## src/fspe_pkg.sv

```systemverilog
// Package: shared types, codes and constants of the flash status poll engine.
`timescale 1ns / 1ps

package fspe_pkg;

  localparam int unsigned TIME_BITS_DEFAULT = 20;

  // Register indexes of the configuration port.
  localparam logic [1:0] CFG_POLL_METHOD  = 2'd0;
  localparam logic [1:0] CFG_EXCEEDED_SUP = 2'd1;
  localparam logic [1:0] CFG_DELAY_TICKS  = 2'd2;

  // Poll methods.
  localparam logic [1:0] METHOD_TOGGLE = 2'd0;
  localparam logic [1:0] METHOD_DATA   = 2'd1;

  // Register reset values.
  localparam logic [1:0] POLL_METHOD_RST  = METHOD_TOGGLE;
  localparam logic       EXCEEDED_SUP_RST = 1'b1;
  localparam logic [9:0] DELAY_TICKS_RST  = 10'd10;

  localparam logic [7:0] BYTE_MASK = 8'hFF;
  localparam int unsigned BIT5 = 5;
  localparam int unsigned BIT6 = 6;

  typedef enum logic [1:0] {
    FUNC_START = 2'd0,
    FUNC_READ  = 2'd1,
    FUNC_TICK  = 2'd2
  } func_t;

  typedef enum logic [1:0] {
    ST_OK       = 2'd0,
    ST_MISMATCH = 2'd1,
    ST_EXCEEDED = 2'd2
  } status_t;

  typedef enum logic [2:0] {
    PH_IDLE    = 3'd0,
    PH_FIRST   = 3'd1,
    PH_LOOP    = 3'd2,
    PH_RE1     = 3'd3,
    PH_RE2     = 3'd4,
    PH_FINAL   = 3'd5,
    PH_DELAY   = 3'd6,
    PH_DPFINAL = 3'd7
  } phase_t;

  typedef struct packed {
    logic [1:0]  func;
    logic [7:0]  value;
    logic [19:0] time_limit;
  } in_item_t;

  typedef struct packed {
    logic       need_read;
    logic       done_res;
    logic [1:0] status;
    logic       send_reset;
  } out_item_t;

  typedef struct packed {
    logic [1:0] poll_method;
    logic       exceeded_flag_supported;
    logic [9:0] delay_ticks;
  } cfg_t;

endpackage

```

## src/fspe_step.sv

```systemverilog
// Next-state and result logic for one transaction of the flash status poll engine.
`timescale 1ns / 1ps

module fspe_step #(
  parameter int unsigned TIME_BITS = fspe_pkg::TIME_BITS_DEFAULT
) (
  input  fspe_pkg::cfg_t         cfg,
  input  fspe_pkg::in_item_t     item,
  input  fspe_pkg::phase_t       phase,
  input  logic [7:0]             expected,
  input  logic [7:0]             prev_read,
  input  logic [TIME_BITS:0]     elapsed,
  input  logic [TIME_BITS-1:0]   limit,
  output fspe_pkg::phase_t       phase_nxt,
  output logic [7:0]             expected_nxt,
  output logic [7:0]             prev_read_nxt,
  output logic [TIME_BITS:0]     elapsed_nxt,
  output logic [TIME_BITS-1:0]   limit_nxt,
  output logic                   res_valid,
  output fspe_pkg::out_item_t    res
);

  localparam int unsigned EW = TIME_BITS + 1;
  localparam int unsigned CW = (EW > 10) ? EW : 10;

  logic          flag;
  logic          data_mode;
  logic          first;
  logic          time_up;
  logic          limit_hit;
  logic [7:0]    prev_sel;
  logic [7:0]    v;
  logic [EW-1:0] elapsed_inc;

  assign v         = item.value;
  assign flag      = cfg.exceeded_flag_supported;
  assign data_mode = (cfg.poll_method == fspe_pkg::METHOD_DATA);
  assign first     = (phase == fspe_pkg::PH_FIRST);
  assign time_up   = elapsed > (EW'(limit) + EW'(1));
  assign limit_hit = flag ? v[fspe_pkg::BIT5] : (!first && time_up);
  assign prev_sel  = first ? (~v & fspe_pkg::BYTE_MASK) : prev_read;
  assign elapsed_inc = (elapsed == {EW{1'b1}}) ? elapsed : elapsed + EW'(1);

  always_comb begin
    phase_nxt     = phase;
    expected_nxt  = expected;
    prev_read_nxt = prev_read;
    elapsed_nxt   = elapsed;
    limit_nxt     = limit;
    res_valid     = 1'b0;
    res           = '0;
    case (item.func)
      fspe_pkg::FUNC_START: begin
        expected_nxt  = v;
        limit_nxt     = TIME_BITS'(item.time_limit);
        elapsed_nxt   = '0;
        prev_read_nxt = '0;
        if (cfg.poll_method inside {fspe_pkg::METHOD_TOGGLE, fspe_pkg::METHOD_DATA}) begin
          phase_nxt     = fspe_pkg::PH_FIRST;
          res_valid     = 1'b1;
          res.need_read = 1'b1;
        end else if (cfg.delay_ticks == '0) begin
          phase_nxt    = fspe_pkg::PH_IDLE;
          res_valid    = 1'b1;
          res.done_res = 1'b1;
          res.status   = fspe_pkg::ST_OK;
        end else begin
          phase_nxt = fspe_pkg::PH_DELAY;
        end
      end
      fspe_pkg::FUNC_READ: begin
        case (phase)
          fspe_pkg::PH_FIRST, fspe_pkg::PH_LOOP: begin
            prev_read_nxt = v;
            res_valid     = 1'b1;
            if (data_mode) begin
              if (limit_hit) begin
                phase_nxt     = fspe_pkg::PH_DPFINAL;
                res.need_read = 1'b1;
              end else if (v == expected) begin
                phase_nxt    = fspe_pkg::PH_IDLE;
                res.done_res = 1'b1;
                res.status   = fspe_pkg::ST_OK;
              end else begin
                phase_nxt     = fspe_pkg::PH_LOOP;
                res.need_read = 1'b1;
              end
            end else begin
              res.need_read = 1'b1;
              if (limit_hit) begin
                phase_nxt = fspe_pkg::PH_RE1;
              end else if (prev_sel[fspe_pkg::BIT6] == v[fspe_pkg::BIT6]) begin
                phase_nxt = fspe_pkg::PH_FINAL;
              end else begin
                phase_nxt = fspe_pkg::PH_LOOP;
              end
            end
          end
          fspe_pkg::PH_RE1: begin
            prev_read_nxt = v;
            phase_nxt     = fspe_pkg::PH_RE2;
            res_valid     = 1'b1;
            res.need_read = 1'b1;
          end
          fspe_pkg::PH_RE2: begin
            prev_read_nxt = v;
            res_valid     = 1'b1;
            if (prev_read[fspe_pkg::BIT6] == v[fspe_pkg::BIT6]) begin
              phase_nxt     = fspe_pkg::PH_FINAL;
              res.need_read = 1'b1;
            end else begin
              phase_nxt      = fspe_pkg::PH_IDLE;
              res.done_res   = 1'b1;
              res.status     = fspe_pkg::ST_EXCEEDED;
              res.send_reset = 1'b1;
            end
          end
          fspe_pkg::PH_FINAL: begin
            prev_read_nxt = v;
            phase_nxt     = fspe_pkg::PH_IDLE;
            res_valid     = 1'b1;
            res.done_res  = 1'b1;
            res.status    = (v == expected) ? fspe_pkg::ST_OK : fspe_pkg::ST_MISMATCH;
          end
          fspe_pkg::PH_DPFINAL: begin
            prev_read_nxt = v;
            phase_nxt     = fspe_pkg::PH_IDLE;
            res_valid     = 1'b1;
            res.done_res  = 1'b1;
            if (v == expected) begin
              res.status = fspe_pkg::ST_OK;
            end else begin
              res.status     = fspe_pkg::ST_EXCEEDED;
              res.send_reset = 1'b1;
            end
          end
          default: begin
          end
        endcase
      end
      fspe_pkg::FUNC_TICK: begin
        if (phase != fspe_pkg::PH_IDLE) begin
          elapsed_nxt = elapsed_inc;
          if (phase == fspe_pkg::PH_DELAY &&
              CW'(elapsed_inc) >= CW'(cfg.delay_ticks)) begin
            phase_nxt    = fspe_pkg::PH_IDLE;
            res_valid    = 1'b1;
            res.done_res = 1'b1;
            res.status   = fspe_pkg::ST_OK;
          end
        end
      end
      default: begin
      end
    endcase
  end

endmodule

```

## src/flash_status_poll_engine_unit.sv

```systemverilog
// Top level of the flash status poll engine: registers, handshakes and configuration.
`timescale 1ns / 1ps

// The flash status poll engine watches a parallel NOR flash through a program or
// erase operation. A start transaction loads the expected final byte and a time
// limit in milliseconds; read transactions then carry status bytes read from the
// chip and tick transactions mark each elapsed millisecond. In toggle mode the
// wait ends once status bit 6 reads the same twice in a row, after which a final
// read is compared with the expected byte; in data-polling mode it ends when a
// read equals the expected byte; fixed-delay mode reports success after the set
// number of ticks. A time limit, flagged by the chip on bit 5 or counted from the
// ticks, ends the wait early and leads to rereads, and an exceeded result also
// asks for a chip reset. The block accepts one transaction per clock, the
// next-state logic sitting between the state registers and a single result
// register. The input is stalled only while that result register holds a
// result that the output side is stalling. Transactions that produce no result
// leave the output untouched. Configuration writes are always taken (cfg_ready
// is tied high) and should be made only while no wait is in progress; an
// unknown register index is ignored.

module flash_status_poll_engine_unit #(
  parameter int unsigned TIME_BITS = fspe_pkg::TIME_BITS_DEFAULT
) (
  input  logic                clk,
  input  logic                rst_n,
  input  logic                in_valid,
  output logic                in_stall,
  input  fspe_pkg::in_item_t  in_data,
  output logic                out_valid,
  input  logic                out_stall,
  output fspe_pkg::out_item_t out_data,
  input  logic                cfg_valid,
  output logic                cfg_ready,
  input  logic [1:0]          cfg_index,
  input  logic [9:0]          cfg_data
);

  // Configuration registers.
  fspe_pkg::cfg_t cfg_r;

  // Poll state.
  fspe_pkg::phase_t     phase_r, phase_nxt;
  logic [7:0]           expected_r, expected_nxt;
  logic [7:0]           prev_read_r, prev_read_nxt;
  logic [TIME_BITS:0]   elapsed_r, elapsed_nxt;
  logic [TIME_BITS-1:0] limit_r, limit_nxt;

  // Result register.
  logic                out_valid_r;
  fspe_pkg::out_item_t out_data_r;

  logic                res_valid;
  fspe_pkg::out_item_t res;
  logic                in_accept;
  logic                out_free;

  assign cfg_ready = 1'b1;

  // The result register can take a new value when empty or being emptied.
  assign out_free  = !out_valid_r || !out_stall;
  assign in_stall  = !out_free;
  assign in_accept = in_valid && out_free;

  assign out_valid = out_valid_r;
  assign out_data  = out_data_r;

  always_ff @(posedge clk) begin
    if (!rst_n) begin
      cfg_r.poll_method             <= fspe_pkg::POLL_METHOD_RST;
      cfg_r.exceeded_flag_supported <= fspe_pkg::EXCEEDED_SUP_RST;
      cfg_r.delay_ticks             <= fspe_pkg::DELAY_TICKS_RST;
    end else if (cfg_valid && cfg_ready) begin
      case (cfg_index)
        fspe_pkg::CFG_POLL_METHOD:  cfg_r.poll_method             <= cfg_data[1:0];
        fspe_pkg::CFG_EXCEEDED_SUP: cfg_r.exceeded_flag_supported <= cfg_data[0];
        fspe_pkg::CFG_DELAY_TICKS:  cfg_r.delay_ticks             <= cfg_data;
        default: begin
        end
      endcase
    end
  end

  fspe_step #(
    .TIME_BITS(TIME_BITS)
  ) u_step (
    .cfg           (cfg_r),
    .item          (in_data),
    .phase         (phase_r),
    .expected      (expected_r),
    .prev_read     (prev_read_r),
    .elapsed       (elapsed_r),
    .limit         (limit_r),
    .phase_nxt     (phase_nxt),
    .expected_nxt  (expected_nxt),
    .prev_read_nxt (prev_read_nxt),
    .elapsed_nxt   (elapsed_nxt),
    .limit_nxt     (limit_nxt),
    .res_valid     (res_valid),
    .res           (res)
  );

  // The poll state is architectural and follows the reset of the behaviour.
  always_ff @(posedge clk) begin
    if (!rst_n) begin
      phase_r     <= fspe_pkg::PH_IDLE;
      expected_r  <= '0;
      prev_read_r <= '0;
      elapsed_r   <= '0;
      limit_r     <= '0;
    end else if (in_accept) begin
      phase_r     <= phase_nxt;
      expected_r  <= expected_nxt;
      prev_read_r <= prev_read_nxt;
      elapsed_r   <= elapsed_nxt;
      limit_r     <= limit_nxt;
    end
  end

  always_ff @(posedge clk) begin
    if (!rst_n) begin
      out_valid_r <= 1'b0;
    end else if (out_free) begin
      out_valid_r <= in_accept && res_valid;
    end
  end

  always_ff @(posedge clk) begin
    if (out_free && in_accept && res_valid) begin
      out_data_r <= res;
    end
  end

endmodule

```

## config.mk

```make
export PLATFORM = sky130hd
export DESIGN_NAME = flash_status_poll_engine_unit
export DESIGN_NICKNAME = d
export VERILOG_FILES = /design/src/fspe_pkg.sv /design/src/fspe_step.sv /design/src/flash_status_poll_engine_unit.sv
export SDC_FILE = /design/constraint.sdc
export NUM_CORES = 1
export LEC_CHECK = 0
export BUFFER_PORTS_ARGS = -buffer_cell sky130_fd_sc_hd__buf_2
export CAP_MARGIN = 20
export CORE_MARGIN = 2
export CORE_UTILIZATION = 65
export CTS_CLUSTER_DIAMETER = 30
export CTS_CLUSTER_SIZE = 20
export DETAILED_ROUTE_END_ITERATION = 6
export GPL_TIMING_DRIVEN = 0
export PLACE_DENSITY = 0.86
export SYNTH_ARGS = -nofsm -noshare
export SYNTH_HDL_FRONTEND = slang
export SYNTH_HIERARCHICAL = 1
export SYNTH_SLANG_ARGS = --single-unit
export TNS_END_PERCENT = 10
```

## constraint.sdc

```tcl
create_clock -name clk -period 5.6 [get_ports clk]
set_input_delay 0.28 -clock clk [delete_from_list [all_inputs] [get_ports clk]]
set_output_delay 0.28 -clock clk [all_outputs]
set_load 0.01 [all_outputs]
```

Yosys cells after proc, flatten, opt, wreduce, memory -nomap -nowiden
Cells that the tools add are included.
- flip-flop bits (word level): 78
- input bits: 47
- logic and storage cells: 113
- add/sub/neg operators: 2
- magnitude comparators: 2
- eq/ne operators: 20
- mux-type cells: 45
- bitwise gates (word level): 1
- reduce and logical (&&, ||, !) cells: 30
- operator list (kind ; number):
    two-way mux 3 bit ; 16
    two-way mux 21 bit ; 2
    one-hot mux 21 bit (2 select lines) ; 1
    one-hot mux 3 bit (4 select lines) ; 2
    adder 20 x 1 -> 21 bit (second input constant) ; 1
    adder 21 x 1 -> 21 bit (second input constant) ; 1
    equality test 21 bit (second input constant) ; 1
    greater-or-equal comparator 21 x 10 -> 1 bit ; 1
    > comparator 21 bit ; 1
    one-hot mux 3 bit (3 select lines) ; 2
    two-way mux 7 bit ; 2
    one-hot mux 7 bit (2 select lines) ; 1
    equality test 3 bit (second input constant) ; 4
    two-way mux 1 bit ; 12
    zero test 10 bit ; 1
    equality test 8 bit ; 1
    AND reduction 2 bit ; 4
    inverter 7 bit ; 1
    equality test 2 x 1 -> 1 bit (second input constant) ; 3
    equality test 3 x 2 -> 1 bit (second input constant) ; 2
    logical AND 1 bit ; 6
    zero test 2 bit ; 3
    one-hot mux 1 bit (3 select lines) ; 2
    AND reduction 3 bit ; 2
    other kinds (16) ; 28

Longest topological paths before layout
Gate-level depths: netlist of run 1.
- depth in word-level cells: 8
- depth in mapped cells: 17
- gate-level depth less buffers: 17

Modules after synthesis
The synthesis of run 1 kept the hierarchy.
- modules (own cells, without submodules) (module ; instances ; cells each ; area an instance (µm²)):
    flash_status_poll_engine_unit ; 1 ; 332 ; 3225.6
    fspe_step ; 1 ; 443 ; 2997.9

Least setup slack after synthesis of run 1
OpenSTA, ideal clock, no wires.
- path type: reg-to-reg
- start point: register limit_r[2]
- end point: register phase_r[2]
- data arrival time: 3.333 ns
- setup slack: 2.149 ns
- cell stages (with the launch flop): 18
- path buffers: 0
- clock period less this slack: 3.451 ns
- path through: dfxtp_1 > and4_1 > nand4_1 > nor2_1 > and3_1 > nand4_1 > nor2_1 > xnor2_1 > ha_1 > nand4_1 > nor3_1 > a2111oi_1 > nand2_1 > nor4b_1 > o41ai_1 > o21ai_1 > nand2_1 > mux2i_1
- cells in the longest elaborated chain, start to end: 8
- ends and longest elaborated chain (element ; line ; text):
    start, declared ; flash_status_poll_engine_unit.sv:46 ; logic [TIME_BITS-1:0] limit_r, limit_nxt;
    start signal, assigned ; flash_status_poll_engine_unit.sv:115 ; limit_r <= limit_nxt;
    adder 20 x 1 -> 21 bit * ; fspe_step.sv:39 ; assign time_up = elapsed > (EW'(limit) + EW'(1));
    > comparator 21 bit * ; fspe_step.sv:39 ;
    logical AND 1 bit * ; fspe_step.sv:40 ; assign limit_hit = flag ? v[fspe_pkg::BIT5] : (!first && time_up);
    two-way mux 1 bit * ; fspe_step.sv:40 ;
    two-way mux 3 bit, on equally long branches ; fspe_step.sv:90, fspe_step.sv:77 ;
    two-way mux 3 bit * ; fspe_step.sv:76 ; if (data_mode) begin
    one-hot mux 3 bit (4 select lines) * ; fspe_step.sv:72 ; case (phase)
    one-hot mux 3 bit (3 select lines) * ; fspe_step.sv:52 ; case (item.func)
    via phase_nxt[2] ; flash_status_poll_engine_unit.sv:42 ; fspe_pkg::phase_t phase_r, phase_nxt;
    end signal, assigned ; flash_status_poll_engine_unit.sv:105 ; phase_r <= fspe_pkg::PH_IDLE;
    end signal, assigned ; flash_status_poll_engine_unit.sv:111 ; phase_r <= phase_nxt;
    end, declared ; flash_status_poll_engine_unit.sv:42 ;
The timed path passes the listed nets; every way through them passes the cells marked *.
A chain may end at the register's enable or synchronous reset.

Worst setup path after layout of run 1
Ends and elaborated chain as after synthesis.

==> results of run 1 <==
[final cells by class]
cell class                 instances  share of cell area, %
clock buffer                      10                   2.29
buffer                            45                   5.24
inverter                          29                   1.68
multi-input combinational        594                   61.0
tap                              108                   2.08
timing repair buffer              51                   3.93
sequential                        72                   23.0
clock inverter                     6                  0.771
[worst max-delay path, delay by kind of cell, from the launching register on]
| family | cells | cell delay, ns |
|---|---|---|
| and+or+nand+nor | 11 | 1.91 |
| AOI/OAI and AO/OA | 3 | 1.50 |
| DFF | 1 | 0.46 |
| adders and majority gates | 1 | 0.31 |
| xor gates and xnor gates | 1 | 0.17 |
| muxes | 1 | 0.07 |
[power by group through the flow]
stage          clock (uW)  combinational, uW  sequential, uW
2_1_floorplan           0                159             557
3_3_place_gp            0                217             559
3_5_place_dp            0                225             560
4_1_cts               426                225             548
5_1_grt               445                248             551
6_report              424                229             548
[path summary, 6_finish.rpt]
check                                              from                      end  slack [ns]  cells after the start
worst max-delay path            limit_r[2]$_SDFFE_PN0P_  phase_r[2]$_SDFFE_PN0P_        1.06                     17
worst min register to register  phase_r[0]$_SDFFE_PN0P_  phase_r[0]$_SDFFE_PN0P_        0.47                      2
worst max register to register  limit_r[2]$_SDFFE_PN0P_  phase_r[2]$_SDFFE_PN0P_        1.06                     17
worst min-delay path                        cfg_data[2]    cfg_r[2]$_SDFFE_PN0P_        0.17                      3
[routing by layer]
metal / wire length, microns / up-vias
met2: 7410 / 275
met3: 1220 / 44
met5: 0 / -
li1: - / 2745
met4: 629 / 0
met1: 6960 / 2660
[metrics by stage]
step	power, uW	setup WS [ns]	area [sq um]	hold WS [ns]
after floorplan	716	2.15	5900	0.422
after global placement	776	1.35	6290	0.442
after detailed placement	785	1.31	6290	0.456
after CTS	1200	1.26	6490	0.164
after global routing	1240	0.897	6490	0.174
final	1200	1.06	6490	0.171
[flip-flops by register name, indices dropped and copies added, names as in the netlist]
name / flops
expected_r: 8
phase_r: 3
cfg_r: 13
out_valid: 1
out_data: 5
prev_read_r: 1
elapsed_r: 21
limit_r: 20
==> load_flow_metrics.sql, run 1 <==
INSERT INTO impl_metrics (metric_group, metric, value, unit) VALUES
('power', 'clockPowerShare', '35.3', '%'),
('drt', 'drcViolationCount', '0', ''),
('power', 'power_report.internal_total', '824', 'uW'),
('worst_setup_path', 'crit_path_top_delay_cell', 'a2111oi_1', ''),
('layout', 'antenna_cells', '0', ''),
('drt', 'detail_route.iter0.violations', '554', ''),
('worst_setup_path', 'timing.critical_path.arrival', '4.79', 'ns'),
('placement', 'dp.cells', '899', ''),
('drt', 'drt-wirelength-per-cell', '17.7', 'microns'),
('timing', 'max_clock_freq', '220', 'MHz'),
('clocking', 'tritoncts', 'yes', ''),
('layout', 'seq_area', '1490', 'sq um'),
('power', 'p_comb_share', '19.1', '%'),
('floorplan', 'num_rows', '34', ''),
('clocking', 'htree_num_levels', '3', ''),
('drt', 'routed_via_density', '6.26', ''),
('global_route', 'global_route.usage.total', '33.8', '%'),
('worst_setup_path', 'worstSetupEndpointType', 'flop', ''),
('timing', 'hold_viol', '0', ''),
('drt', 'wl', '16.2', 'mm'),
('clocking', 'clk_transition_reported_paths', '0.09', 'ns'),
('global_route', 'grt_overflow', '0', ''),
('power', 'p_seq_share', '45.6', '%'),
('clocking', 'post_cts_buffers', '0', ''),
('worst_setup_path', 'timing.setup.critical_path_class', 'reg -> reg', ''),
('placement', 'port-buffer-count', '51', ''),
('floorplan', 'die_h', '99.3', 'microns'),
('global_route', 'globalRouteMet2Util', '54.7', '%'),
('synthesis', 'synth_area_per_cell', '7.97', 'sq um'),
('floorplan', 'core_area', '8760', 'sq um'),
('timing', 'finalMaxSlewViolations', '0', ''),
('power', 'p_sw', '378', 'uW'),
('global_route', 'vias_in_the_first_global_route', '5579', ''),
('timing', 'final_setup_violations', '0', ''),
('floorplan', 'start_util', '67.3', '%'),
('run_status', 'run_status', 'finished clean', ''),
('timing', 'worst_slew_margin_rel', '24.1', '%'),
('layout', 'mostFrequentLayoutCells', 'nand2_1 (167), buf_2 (68), dfxtp_1 (67)', ''),
('global_route', 'grt_util_met1', '44.1', '%'),
('timing', 'skew', '0.00914', 'ns'),
('synthesis', 'synth_cells', '740', ''),
('flow_run', 'max_cap_viol_count', '0', ''),
('clocking', 'cts_resized', '0', ''),
('global_route', 'grt_pass1_wl', '26.7', 'mm'),
('layout', 'synthToLayoutAreaGrowth', '9.99', '%'),
('worst_setup_path', 'crit_path_cell_trace', 'and4_1 > nand4_1 > nor2_1 > and3_1 > and2_1 > nand3_1 > xor2_1 > ha_1 > nand4_1 > nor3_1 > a2111oi_1 > nand2_1 > nor4b_1 > o41ai_1 > o21ai_1 > nand2_1 > mux2i_1', ''),
('worst_setup_path', 'worstSetupStartpointType', 'flop', ''),
('synthesis', 'synth-warning-count', '6', ''),
('global_route', 'grt_busiest_layer', 'met2', ''),
('clocking', 'cts_root_buf', 'clkbuf_8', ''),
('worst_setup_path', 'worst-path-max-fanout', '7', ''),
('global_route', 'grt_start_max_net_pins', '15', ''),
('placement', 'detailedPlacementHpwl', '12.3', 'mm'),
('layout', 'final_common_cell', 'nand2_1', ''),
('clocking', 'cts_hold_repair.buffers', '0', ''),
('floorplan', 'die_w', '99.3', 'microns'),
('clocking', 'clk-insertion-delay-late', '0.35', 'ns'),
('layout', 'final_util', '74.0', '%'),
('floorplan', 'boundaryPins', '55', ''),
('clocking', 'clock-sinks', '72', ''),
('clocking', 'cts_buffer_depth', '2', ''),
('floorplan', 'dieArea', '9850', 'sq um'),
('power', 'power.density_cell_area', '185', 'nW/um^2'),
('layout', 'layout-drive-gt1-share', '17.6', '%'),
('worst_setup_path', 'critical_path_rt', '5.85', 'ns'),
('global_route', 'groute.layer.met3.usage', '4.99', '%'),
('global_route', 'grt_antenna_before_repair', '0', ''),
('timing', 'rsz0062_at_grt', 'false', ''),
('layout', 'layout_cells_excl_fill', '915', ''),
('timing', 'layout_worst_path_cycle_share', '81.1', '%'),
('timing', 'setup_total_negative_slack', '0', 'ns');
No activity file was read; power rests on OpenSTA's default activity.
==> inputs of run 2 (changes only) <==
Settings changed: ABC_AREA set to 1, CORE_UTILIZATION 65 to 62, PLACE_DENSITY 0.86 to 0.82.
Clock period 5.6 ns to 4.6 ns, I/O delays scaled along.
==> run 2 against run 1 <==
Non-clock buffer count rose by 3. Clock skew increased by 0.0020 ns. Die area increased by 11%. Clock-buffer cell count rose by 1. Largest power group unchanged.
==> load_flow_metrics.sql, run 2 <==
INSERT INTO impl_metrics (metric_group, metric, value, unit) VALUES
('worst_setup_path', 'critical_path_rt', '4.60', 'ns'),
('global_route', 'grt_busiest_layer', 'met2', ''),
('worst_setup_path', 'worstSetupEndpointType', 'flop', ''),
('power', 'max-vdd-ir-drop', '0.000165', 'V'),
('global_route', 'grt_start_max_net_pins', '13', ''),
('run_status', 'run_status', 'finished clean', ''),
('worst_setup_path', 'timing.critical_path.arrival', '4.23', 'ns'),
('placement', 'port-buffer-count', '49', ''),
('synthesis', 'synth-warning-count', '6', ''),
('timing', 'layout_min_cycle_time', '4.23', 'ns'),
('global_route', 'globalRouteMet2Util', '50.6', '%'),
('synthesis', 'synth.net_count', '1092', ''),
('layout', 'final_common_cell', 'nand2_1', ''),
('layout', 'register_name_with_the_most_flops', 'elapsed_r', ''),
('timing', 'hold_viol', '0', ''),
('timing', 'timing_worst_slew_pin_value', '0.778', 'ns'),
('timing', 'finalHoldWorstSlack', '0.0828', 'ns'),
('layout', 'mostFrequentLayoutCells', 'nand2_1 (249), nor2_1 (140), inv_1 (114)', ''),
('clocking', 'post_cts_buffers', '0', ''),
('worst_setup_path', 'worstPathBufferInverterCount', '3', ''),
('floorplan', 'die_h', '105', 'microns'),
('clocking', 'clk_transition_reported_paths', '0.08', 'ns'),
('global_route', 'grt_pass1_wl', '28.2', 'mm'),
('layout', 'nNetsFinal', '1152', ''),
('worst_setup_path', 'worst-path-stages', '23', ''),
('timing', 'final_setup_violations', '0', ''),
('global_route', 'groute.layer.met3.usage', '5.80', '%'),
('timing', 'layout_worst_path_cycle_share', '91.9', '%'),
('clocking', 'tritoncts', 'yes', ''),
('clocking', 'cts_root_buf', 'clkbuf_8', ''),
('min_path', 'whs_path_depth', '3', ''),
('placement', 'placed_area', '6690', 'sq um'),
('drt', 'drtPass1Iterations', '7', ''),
('synthesis', 'synth_cells', '1011', ''),
('placement', 'gpl.final_weighted_congestion', '0.952', ''),
('drt', 'routed_via_density', '5.53', ''),
('layout', 'registers_with_the_most_flip_flops', 'elapsed_r: 21 flops, limit_r: 20 flops, cfg_r: 13 flops', ''),
('clocking', 'cts_made_buffers', '9', ''),
('timing', 'rsz0062_at_grt', 'false', ''),
('global_route', 'grt_overflow', '0', ''),
('min_path', 'hold_class', 'in -> reg', ''),
('worst_setup_path', 'timing.setup.critical_path_class', 'reg -> reg', ''),
('layout', 'flip_flop_count_of_the_largest_register_all_copies_and_words_added', '21', ''),
('floorplan', 'core_area', '9820', 'sq um'),
('timing', 'finalMaxSlewViolations', '0', ''),
('clocking', 'clk-insertion-delay-late', '0.36', 'ns'),
('layout', 'synthToLayoutAreaGrowth', '10.6', '%'),
('worst_setup_path', 'timing.critical_path.max_delay_family', 'simple AND/OR/NAND/NOR gates', ''),
('clocking', 'cts_hold_repair.buffers', '0', ''),
('power', 'p_leak', '0.00332', 'uW'),
('timing', 'worst_slew_margin_rel', '47.9', '%'),
('global_route', 'global_route.usage.total', '31.6', '%'),
('floorplan', 'dieArea', '10900', 'sq um'),
('layout', 'antenna_cells', '0', ''),
('global_route', 'grt_antenna_before_repair', '0', ''),
('floorplan', 'die_w', '105', 'microns'),
('timing', 'setup_total_negative_slack', '0', 'ns'),
('drt', 'detail_route.iter0.violations', '580', ''),
('worst_setup_path', 'worst-path-max-fanout', '10', ''),
('timing', 'skew', '0.0111', 'ns'),
('worst_setup_path', 'crit_path_cell_trace', 'ha_1 > inv_1 > nor2_4 > nand2_4 > nor2_4 > nand2_4 > o21ai_0 > inv_1 > ha_1 > nand2_1 > nor2_1 > nand3_1 > nand2_1 > nor2_1 > nand2_1 > nand3_2 > nand3_2 > nor2_2 > nand2_1 > nand2_2 > o211ai_1 > inv_1 > nor3_1', ''),
('timing', 'max_clock_freq', '237', 'MHz'),
('clocking', 'htree_num_levels', '3', ''),
('drt', 'antenna_left', '0', ''),
('floorplan', 'num_rows', '36', ''),
('worst_setup_path', 'timing.reg2reg.worst_path_depth', '23', ''),
('drt', 'via_count', '6680', ''),
('layout', 'finalInstanceArea', '6940', 'sq um'),
('worst_setup_path', 'worstSetupStartpointType', 'flop', ''),
('drt', 'wl', '17.1', 'mm'),
('clocking', 'clock-sinks', '72', ''),
('layout', 'layout-drive-gt1-share', '13.0', '%'),
('power', 'power.density_cell_area', '273', 'nW/um^2'),
('placement', 'detailedPlacementHpwl', '12.8', 'mm'),
('synthesis', 'synth_area', '6280', 'sq um'),
('worst_setup_path', 'crit_path_top_delay_cell', 'nor3_1', ''),
('floorplan', 'boundaryPins', '55', ''),
('clocking', 'cts_buffer_depth', '2', ''),
('layout', 'final_util', '70.7', '%'),
('clocking', 'cts_resized', '0', ''),
('global_route', 'vias_in_the_first_global_route', '6075', ''),
('flow_run', 'max_cap_viol_count', '0', ''),
('drt', 'drcViolationCount', '0', ''),
('drt', 'drt-wirelength-per-cell', '14.1', 'microns'),
('floorplan', 'start_util', '63.9', '%'),
('global_route', 'grt_util_met1', '42.6', '%'),
('worst_setup_path', 'crit_path_max_incr_delay', '0.57', 'ns'),
('worst_setup_path', 'critical-path-top-cell-by-count', 'nand2_1', ''),
('synthesis', 'synth_area_per_cell', '6.21', 'sq um');
run 2: worst register-to-register path, cell delays in order, from the launching register on:
cell and delay, ns:
dfxtp_1 0.52, ha_1 0.29, inv_1 0.10, nor2_4 0.19
nand2_4 0.09, nor2_4 0.13, nand2_4 0.10, o21ai_0 0.31
inv_1 0.10, ha_1 0.30, nand2_1 0.07, nor2_1 0.11
nand3_1 0.09, nand2_1 0.07, nor2_1 0.03, nand2_1 0.07
nand3_2 0.08, nand3_2 0.08, nor2_2 0.03, nand2_1 0.12
nand2_2 0.09, o211ai_1 0.24, inv_1 0.09, nor3_1 0.57
run 2: area by class of cell:
class                   count  area, sq um
inverters                 117          439
repair buffers             49          245
flip-flops and latches     72         1490
plain buffers              50          265
well taps                 133          166
multi-input cells         772         4080
clock buffers              11          151
clock inverters             5          103
fillers                   962         2880
run 2: power breakdown:
| group | switching (uW) | internal (uW) |
|---|---|---|
| combinational | 310 | 206 |
| clock | 255 | 389 |
| sequential | 61.4 | 675 |
run 2: per-layer routing:
metal / part of all wire [%] / vias to the layer above / wire, microns
li1: - / 3394 / -
met1: 46 / 2986 / 7780
met2: 45 / 268 / 7630
met3: 7.5 / 32 / 1270
met4: 2.3 / 0 / 384
met5: 0 / - / 0
run 2: path summary, 6_finish.rpt:
| check | from | end | slack (ns) |
|---|---|---|---|
| min | cfg_data[8] | cfg_r[8]$_SDFFE_PN0P_ | 0.08 |
| max | elapsed_r[1]$_SDFFE_PN0P_ | out_data[3]$_DFFE_PP_ | 0.37 |
| min reg2reg | cfg_r[3]$_SDFFE_PN1P_ | cfg_r[3]$_SDFFE_PN1P_ | 0.47 |
| max reg2reg | elapsed_r[1]$_SDFFE_PN0P_ | out_data[3]$_DFFE_PP_ | 0.37 |
run 2: stage by stage:
step	power, uW	worst slack, ns	instances
2_1_floorplan	1110	1.25	1011
3_3_place_gp	1240	0.502	1193
3_5_place_dp	1250	0.493	1193
4_1_cts	1890	0.460	1209
5_1_grt	2010	0.176	1209
6_report	1900	0.372	1209
==> inputs of run 3 (changes only) <==
Settings changed: ABC_AREA 1 to not set, CORE_MARGIN 2 to not set, CORE_UTILIZATION 62 to 61, PLACE_DENSITY 0.82 to 0.81.
==> run 3 against run 2 <==
Highest routed layer unchanged. First-iteration DRC count down 19%. Utilization down 0.31 points. Worst setup slack worse by 0.028 ns. Sequential power is 9.4% lower. Critical path depth down 6.
==> load_flow_metrics.sql, run 3 (synthesis results as in run 1) <==
INSERT INTO impl_metrics (metric_group, metric, value, unit) VALUES
('clocking', 'clock-sinks', '72', ''),
('drt', 'detail_route.iter0.violations', '471', ''),
('clocking', 'cts_made_buffers', '9', ''),
('global_route', 'grt_overflow', '0', ''),
('placement', 'port-buffer-count', '51', ''),
('floorplan', 'die_h', '100', 'microns'),
('layout', 'fillcell_total', '780', ''),
('layout', 'layout-drive-gt1-share', '17.7', '%'),
('layout', 'nNetsFinal', '883', ''),
('worst_setup_path', 'worstSetupEndpointType', 'flop', ''),
('timing', 'max_clock_freq', '235', 'MHz'),
('floorplan', 'dieArea', '10100', 'sq um'),
('floorplan', 'die_w', '100', 'microns'),
('min_path', 'hold_path_startpoint', 'cfg_data[9]', ''),
('power', 'power_report.internal_total', '1060', 'uW'),
('drt', 'drtPass1Iterations', '7', ''),
('clocking', 'cts_root_buf', 'clkbuf_8', ''),
('global_route', 'global_route.usage.total', '34.4', '%'),
('clocking', 'htree_num_levels', '3', ''),
('timing', 'hold_viol', '0', ''),
('global_route', 'grt_start_max_net_pins', '13', ''),
('timing', 'setup_total_negative_slack', '0', 'ns'),
('timing', 'finalMaxSlewViolations', '0', ''),
('layout', 'mostFrequentLayoutCells', 'nand2_1 (167), buf_2 (68), dfxtp_1 (67)', ''),
('worst_setup_path', 'critical_path_rt', '4.85', 'ns'),
('placement', 'detailedPlacementHpwl', '12.5', 'mm'),
('worst_setup_path', 'worst-path-max-fanout', '7', ''),
('power', 'power.density_cell_area', '231', 'nW/um^2'),
('drt', 'via_count', '5733', ''),
('power', 'clockPowerShare', '37.3', '%'),
('worst_setup_path', 'timing.setup.critical_path_class', 'reg -> reg', ''),
('drt', 'wl', '16.6', 'mm'),
('power', 'p_sw', '448', 'uW'),
('timing', 'rsz0062_at_grt', 'false', ''),
('global_route', 'grt_antenna_before_repair', '0', ''),
('clocking', 'tritoncts', 'yes', ''),
('floorplan', 'start_util', '63.5', '%'),
('timing', 'worst_slew_margin_rel', '54.5', '%'),
('drt', 'routed_via_density', '6.13', ''),
('drt', 'antenna_left', '0', ''),
('worst_setup_path', 'critPathLaunch', 'limit_r[2]$_SDFFE_PN0P_', ''),
('global_route', 'grt_pass1_wl', '26.9', 'mm'),
('power', 'p_comb_share', '18.5', '%'),
('global_route', 'vias_in_the_first_global_route', '5570', ''),
('timing', 'timing_worst_slew_pin_value', '0.683', 'ns'),
('layout', 'registers_with_the_most_flip_flops', 'elapsed_r: 21 flops, limit_r: 20 flops, cfg_r: 13 flops', ''),
('clocking', 'clk-insertion-delay-late', '0.36', 'ns'),
('drt', 'drt-wirelength-per-cell', '17.7', 'microns'),
('timing', 'final_setup_violations', '0', ''),
('run_status', 'run_status', 'finished clean', ''),
('timing', 'layout_min_cycle_time', '4.26', 'ns'),
('min_path', 'hold_class', 'in -> reg', ''),
('clocking', 'cts_buffer_depth', '2', ''),
('worst_setup_path', 'timing.critical_path.arrival', '4.50', 'ns'),
('layout', 'flip_flop_count_of_the_largest_register_all_copies_and_words_added', '21', ''),
('layout', 'antenna_cells', '0', ''),
('power', 'p_seq_share', '44.2', '%'),
('worst_setup_path', 'worstReg2RegStart', 'limit_r[2]$_SDFFE_PN0P_', ''),
('floorplan', 'num_rows', '35', ''),
('drt', 'drcViolationCount', '0', ''),
('layout', 'synthToLayoutAreaGrowth', '10.8', '%'),
('worst_setup_path', 'worstSetupStartpointType', 'flop', ''),
('clocking', 'clk_transition_reported_paths', '0.09', 'ns'),
('power', 'max-vdd-ir-drop', '0.000168', 'V'),
('flow_run', 'max_cap_viol_count', '0', ''),
('timing', 'finalHoldWorstSlack', '0.123', 'ns'),
('timing', 'skew', '0.0119', 'ns'),
('power', 'switching_share', '29.6', '%'),
('layout', 'register_name_with_the_most_flops', 'elapsed_r', ''),
('layout', 'final_common_cell', 'nand2_1', ''),
('floorplan', 'boundaryPins', '55', ''),
('floorplan', 'core_area', '9280', 'sq um'),
('power', 'p_leak', '0.00273', 'uW'),
('timing', 'layout_worst_path_cycle_share', '92.5', '%'),
('placement', 'gpl.final_weighted_congestion', '0.906', '');
## run 3: changes by cell type in the layout (fill, tap and decap cells not counted), moves of 21 or more
cell,change
nor2_1,-103
inv_1,-85
nand2_1,-82
mux2i_1,+65
nand3b_1,-52
a21oi_1,-45
o21ai_0,-31
mux2_2,+21
## run 3: layout make-up
type	count	area (sq um)	share of cell area, %
multi-input combinational	594	3960	60.6
sequential	72	1490	22.8
clock inverter	5	52.6	0.804
inverter	29	109	1.67
clock buffer	11	163	2.49
buffer	45	340	5.21
timing repair buffer	51	255	3.91
tap	129	161	2.47
## run 3: worst max-delay path, cell delays in order (launching register included)
cell	delay (ns)
dfxtp_1	0.47
and4_1	0.31
nand4_1	0.15
nor2_1	0.20
and3_1	0.22
nand4_1	0.23
nor2_1	0.20
xnor2_1	0.15
ha_1	0.29
nand4_1	0.20
nor3_1	0.10
a2111oi_2	0.68
nand2_1	0.15
nor4b_1	0.18
o41ai_1	0.33
o21ai_1	0.13
nand2_1	0.08
mux2i_1	0.07
## run 3: metrics by stage
stage | total power, uW | cells | instance area, sq um | worst slack, ns | utilization [%]
after floorplan | 871 | 740 | 5900 | 1.15 | -
after global placement | 945 | 920 | 6320 | 0.330 | 68.0
after detailed placement | 954 | 920 | 6320 | 0.250 | 68.0
after CTS | 1510 | 936 | 6530 | 0.203 | 70.4
after global routing | 1560 | 936 | 6540 | 0.0777 | 70.4
final | 1510 | 936 | 6540 | 0.344 | 70.4
## run 3: timing repair
action                                  in CTS  in global routing
hold buffers                                 0                  0
hold endpoints to repair                     0                  0
endpoints found under the setup margin       0                  2
resized for setup                            0                  1
buffers inserted                             0                  0
## run 3: per-layer routing
metal | global-route usage, % | vias to the layer above | wire [microns]
li1 | - | 2743 | -
met3 | 4.94 | 47 | 1110
met4 | 14.7 | 0 | 545
met5 | 0 | - | 0
met1 | 44.9 | 2686 | 7280
met2 | 56.7 | 257 | 7620
## run 3: power groups by stage
stage               clock network (uW)  registers, uW  logic, uW
floorplan                            0            678        194
global placement                     0            680        264
detailed placement                   0            682        272
CTS                                564            667        274
global route                       587            670        302
finish                             564            668        279
## run 3: path summary, 6_finish.rpt
kind	slack [ns]	endpoint	depth (start not counted)
setup reg to reg	0.34	phase_r[2]$_SDFFE_PN0P_	17
hold / removal	0.12	cfg_r[9]$_SDFFE_PN0P_	3
setup / recovery	0.34	phase_r[2]$_SDFFE_PN0P_	17
hold reg to reg	0.46	phase_r[1]$_SDFFE_PN0P_	2
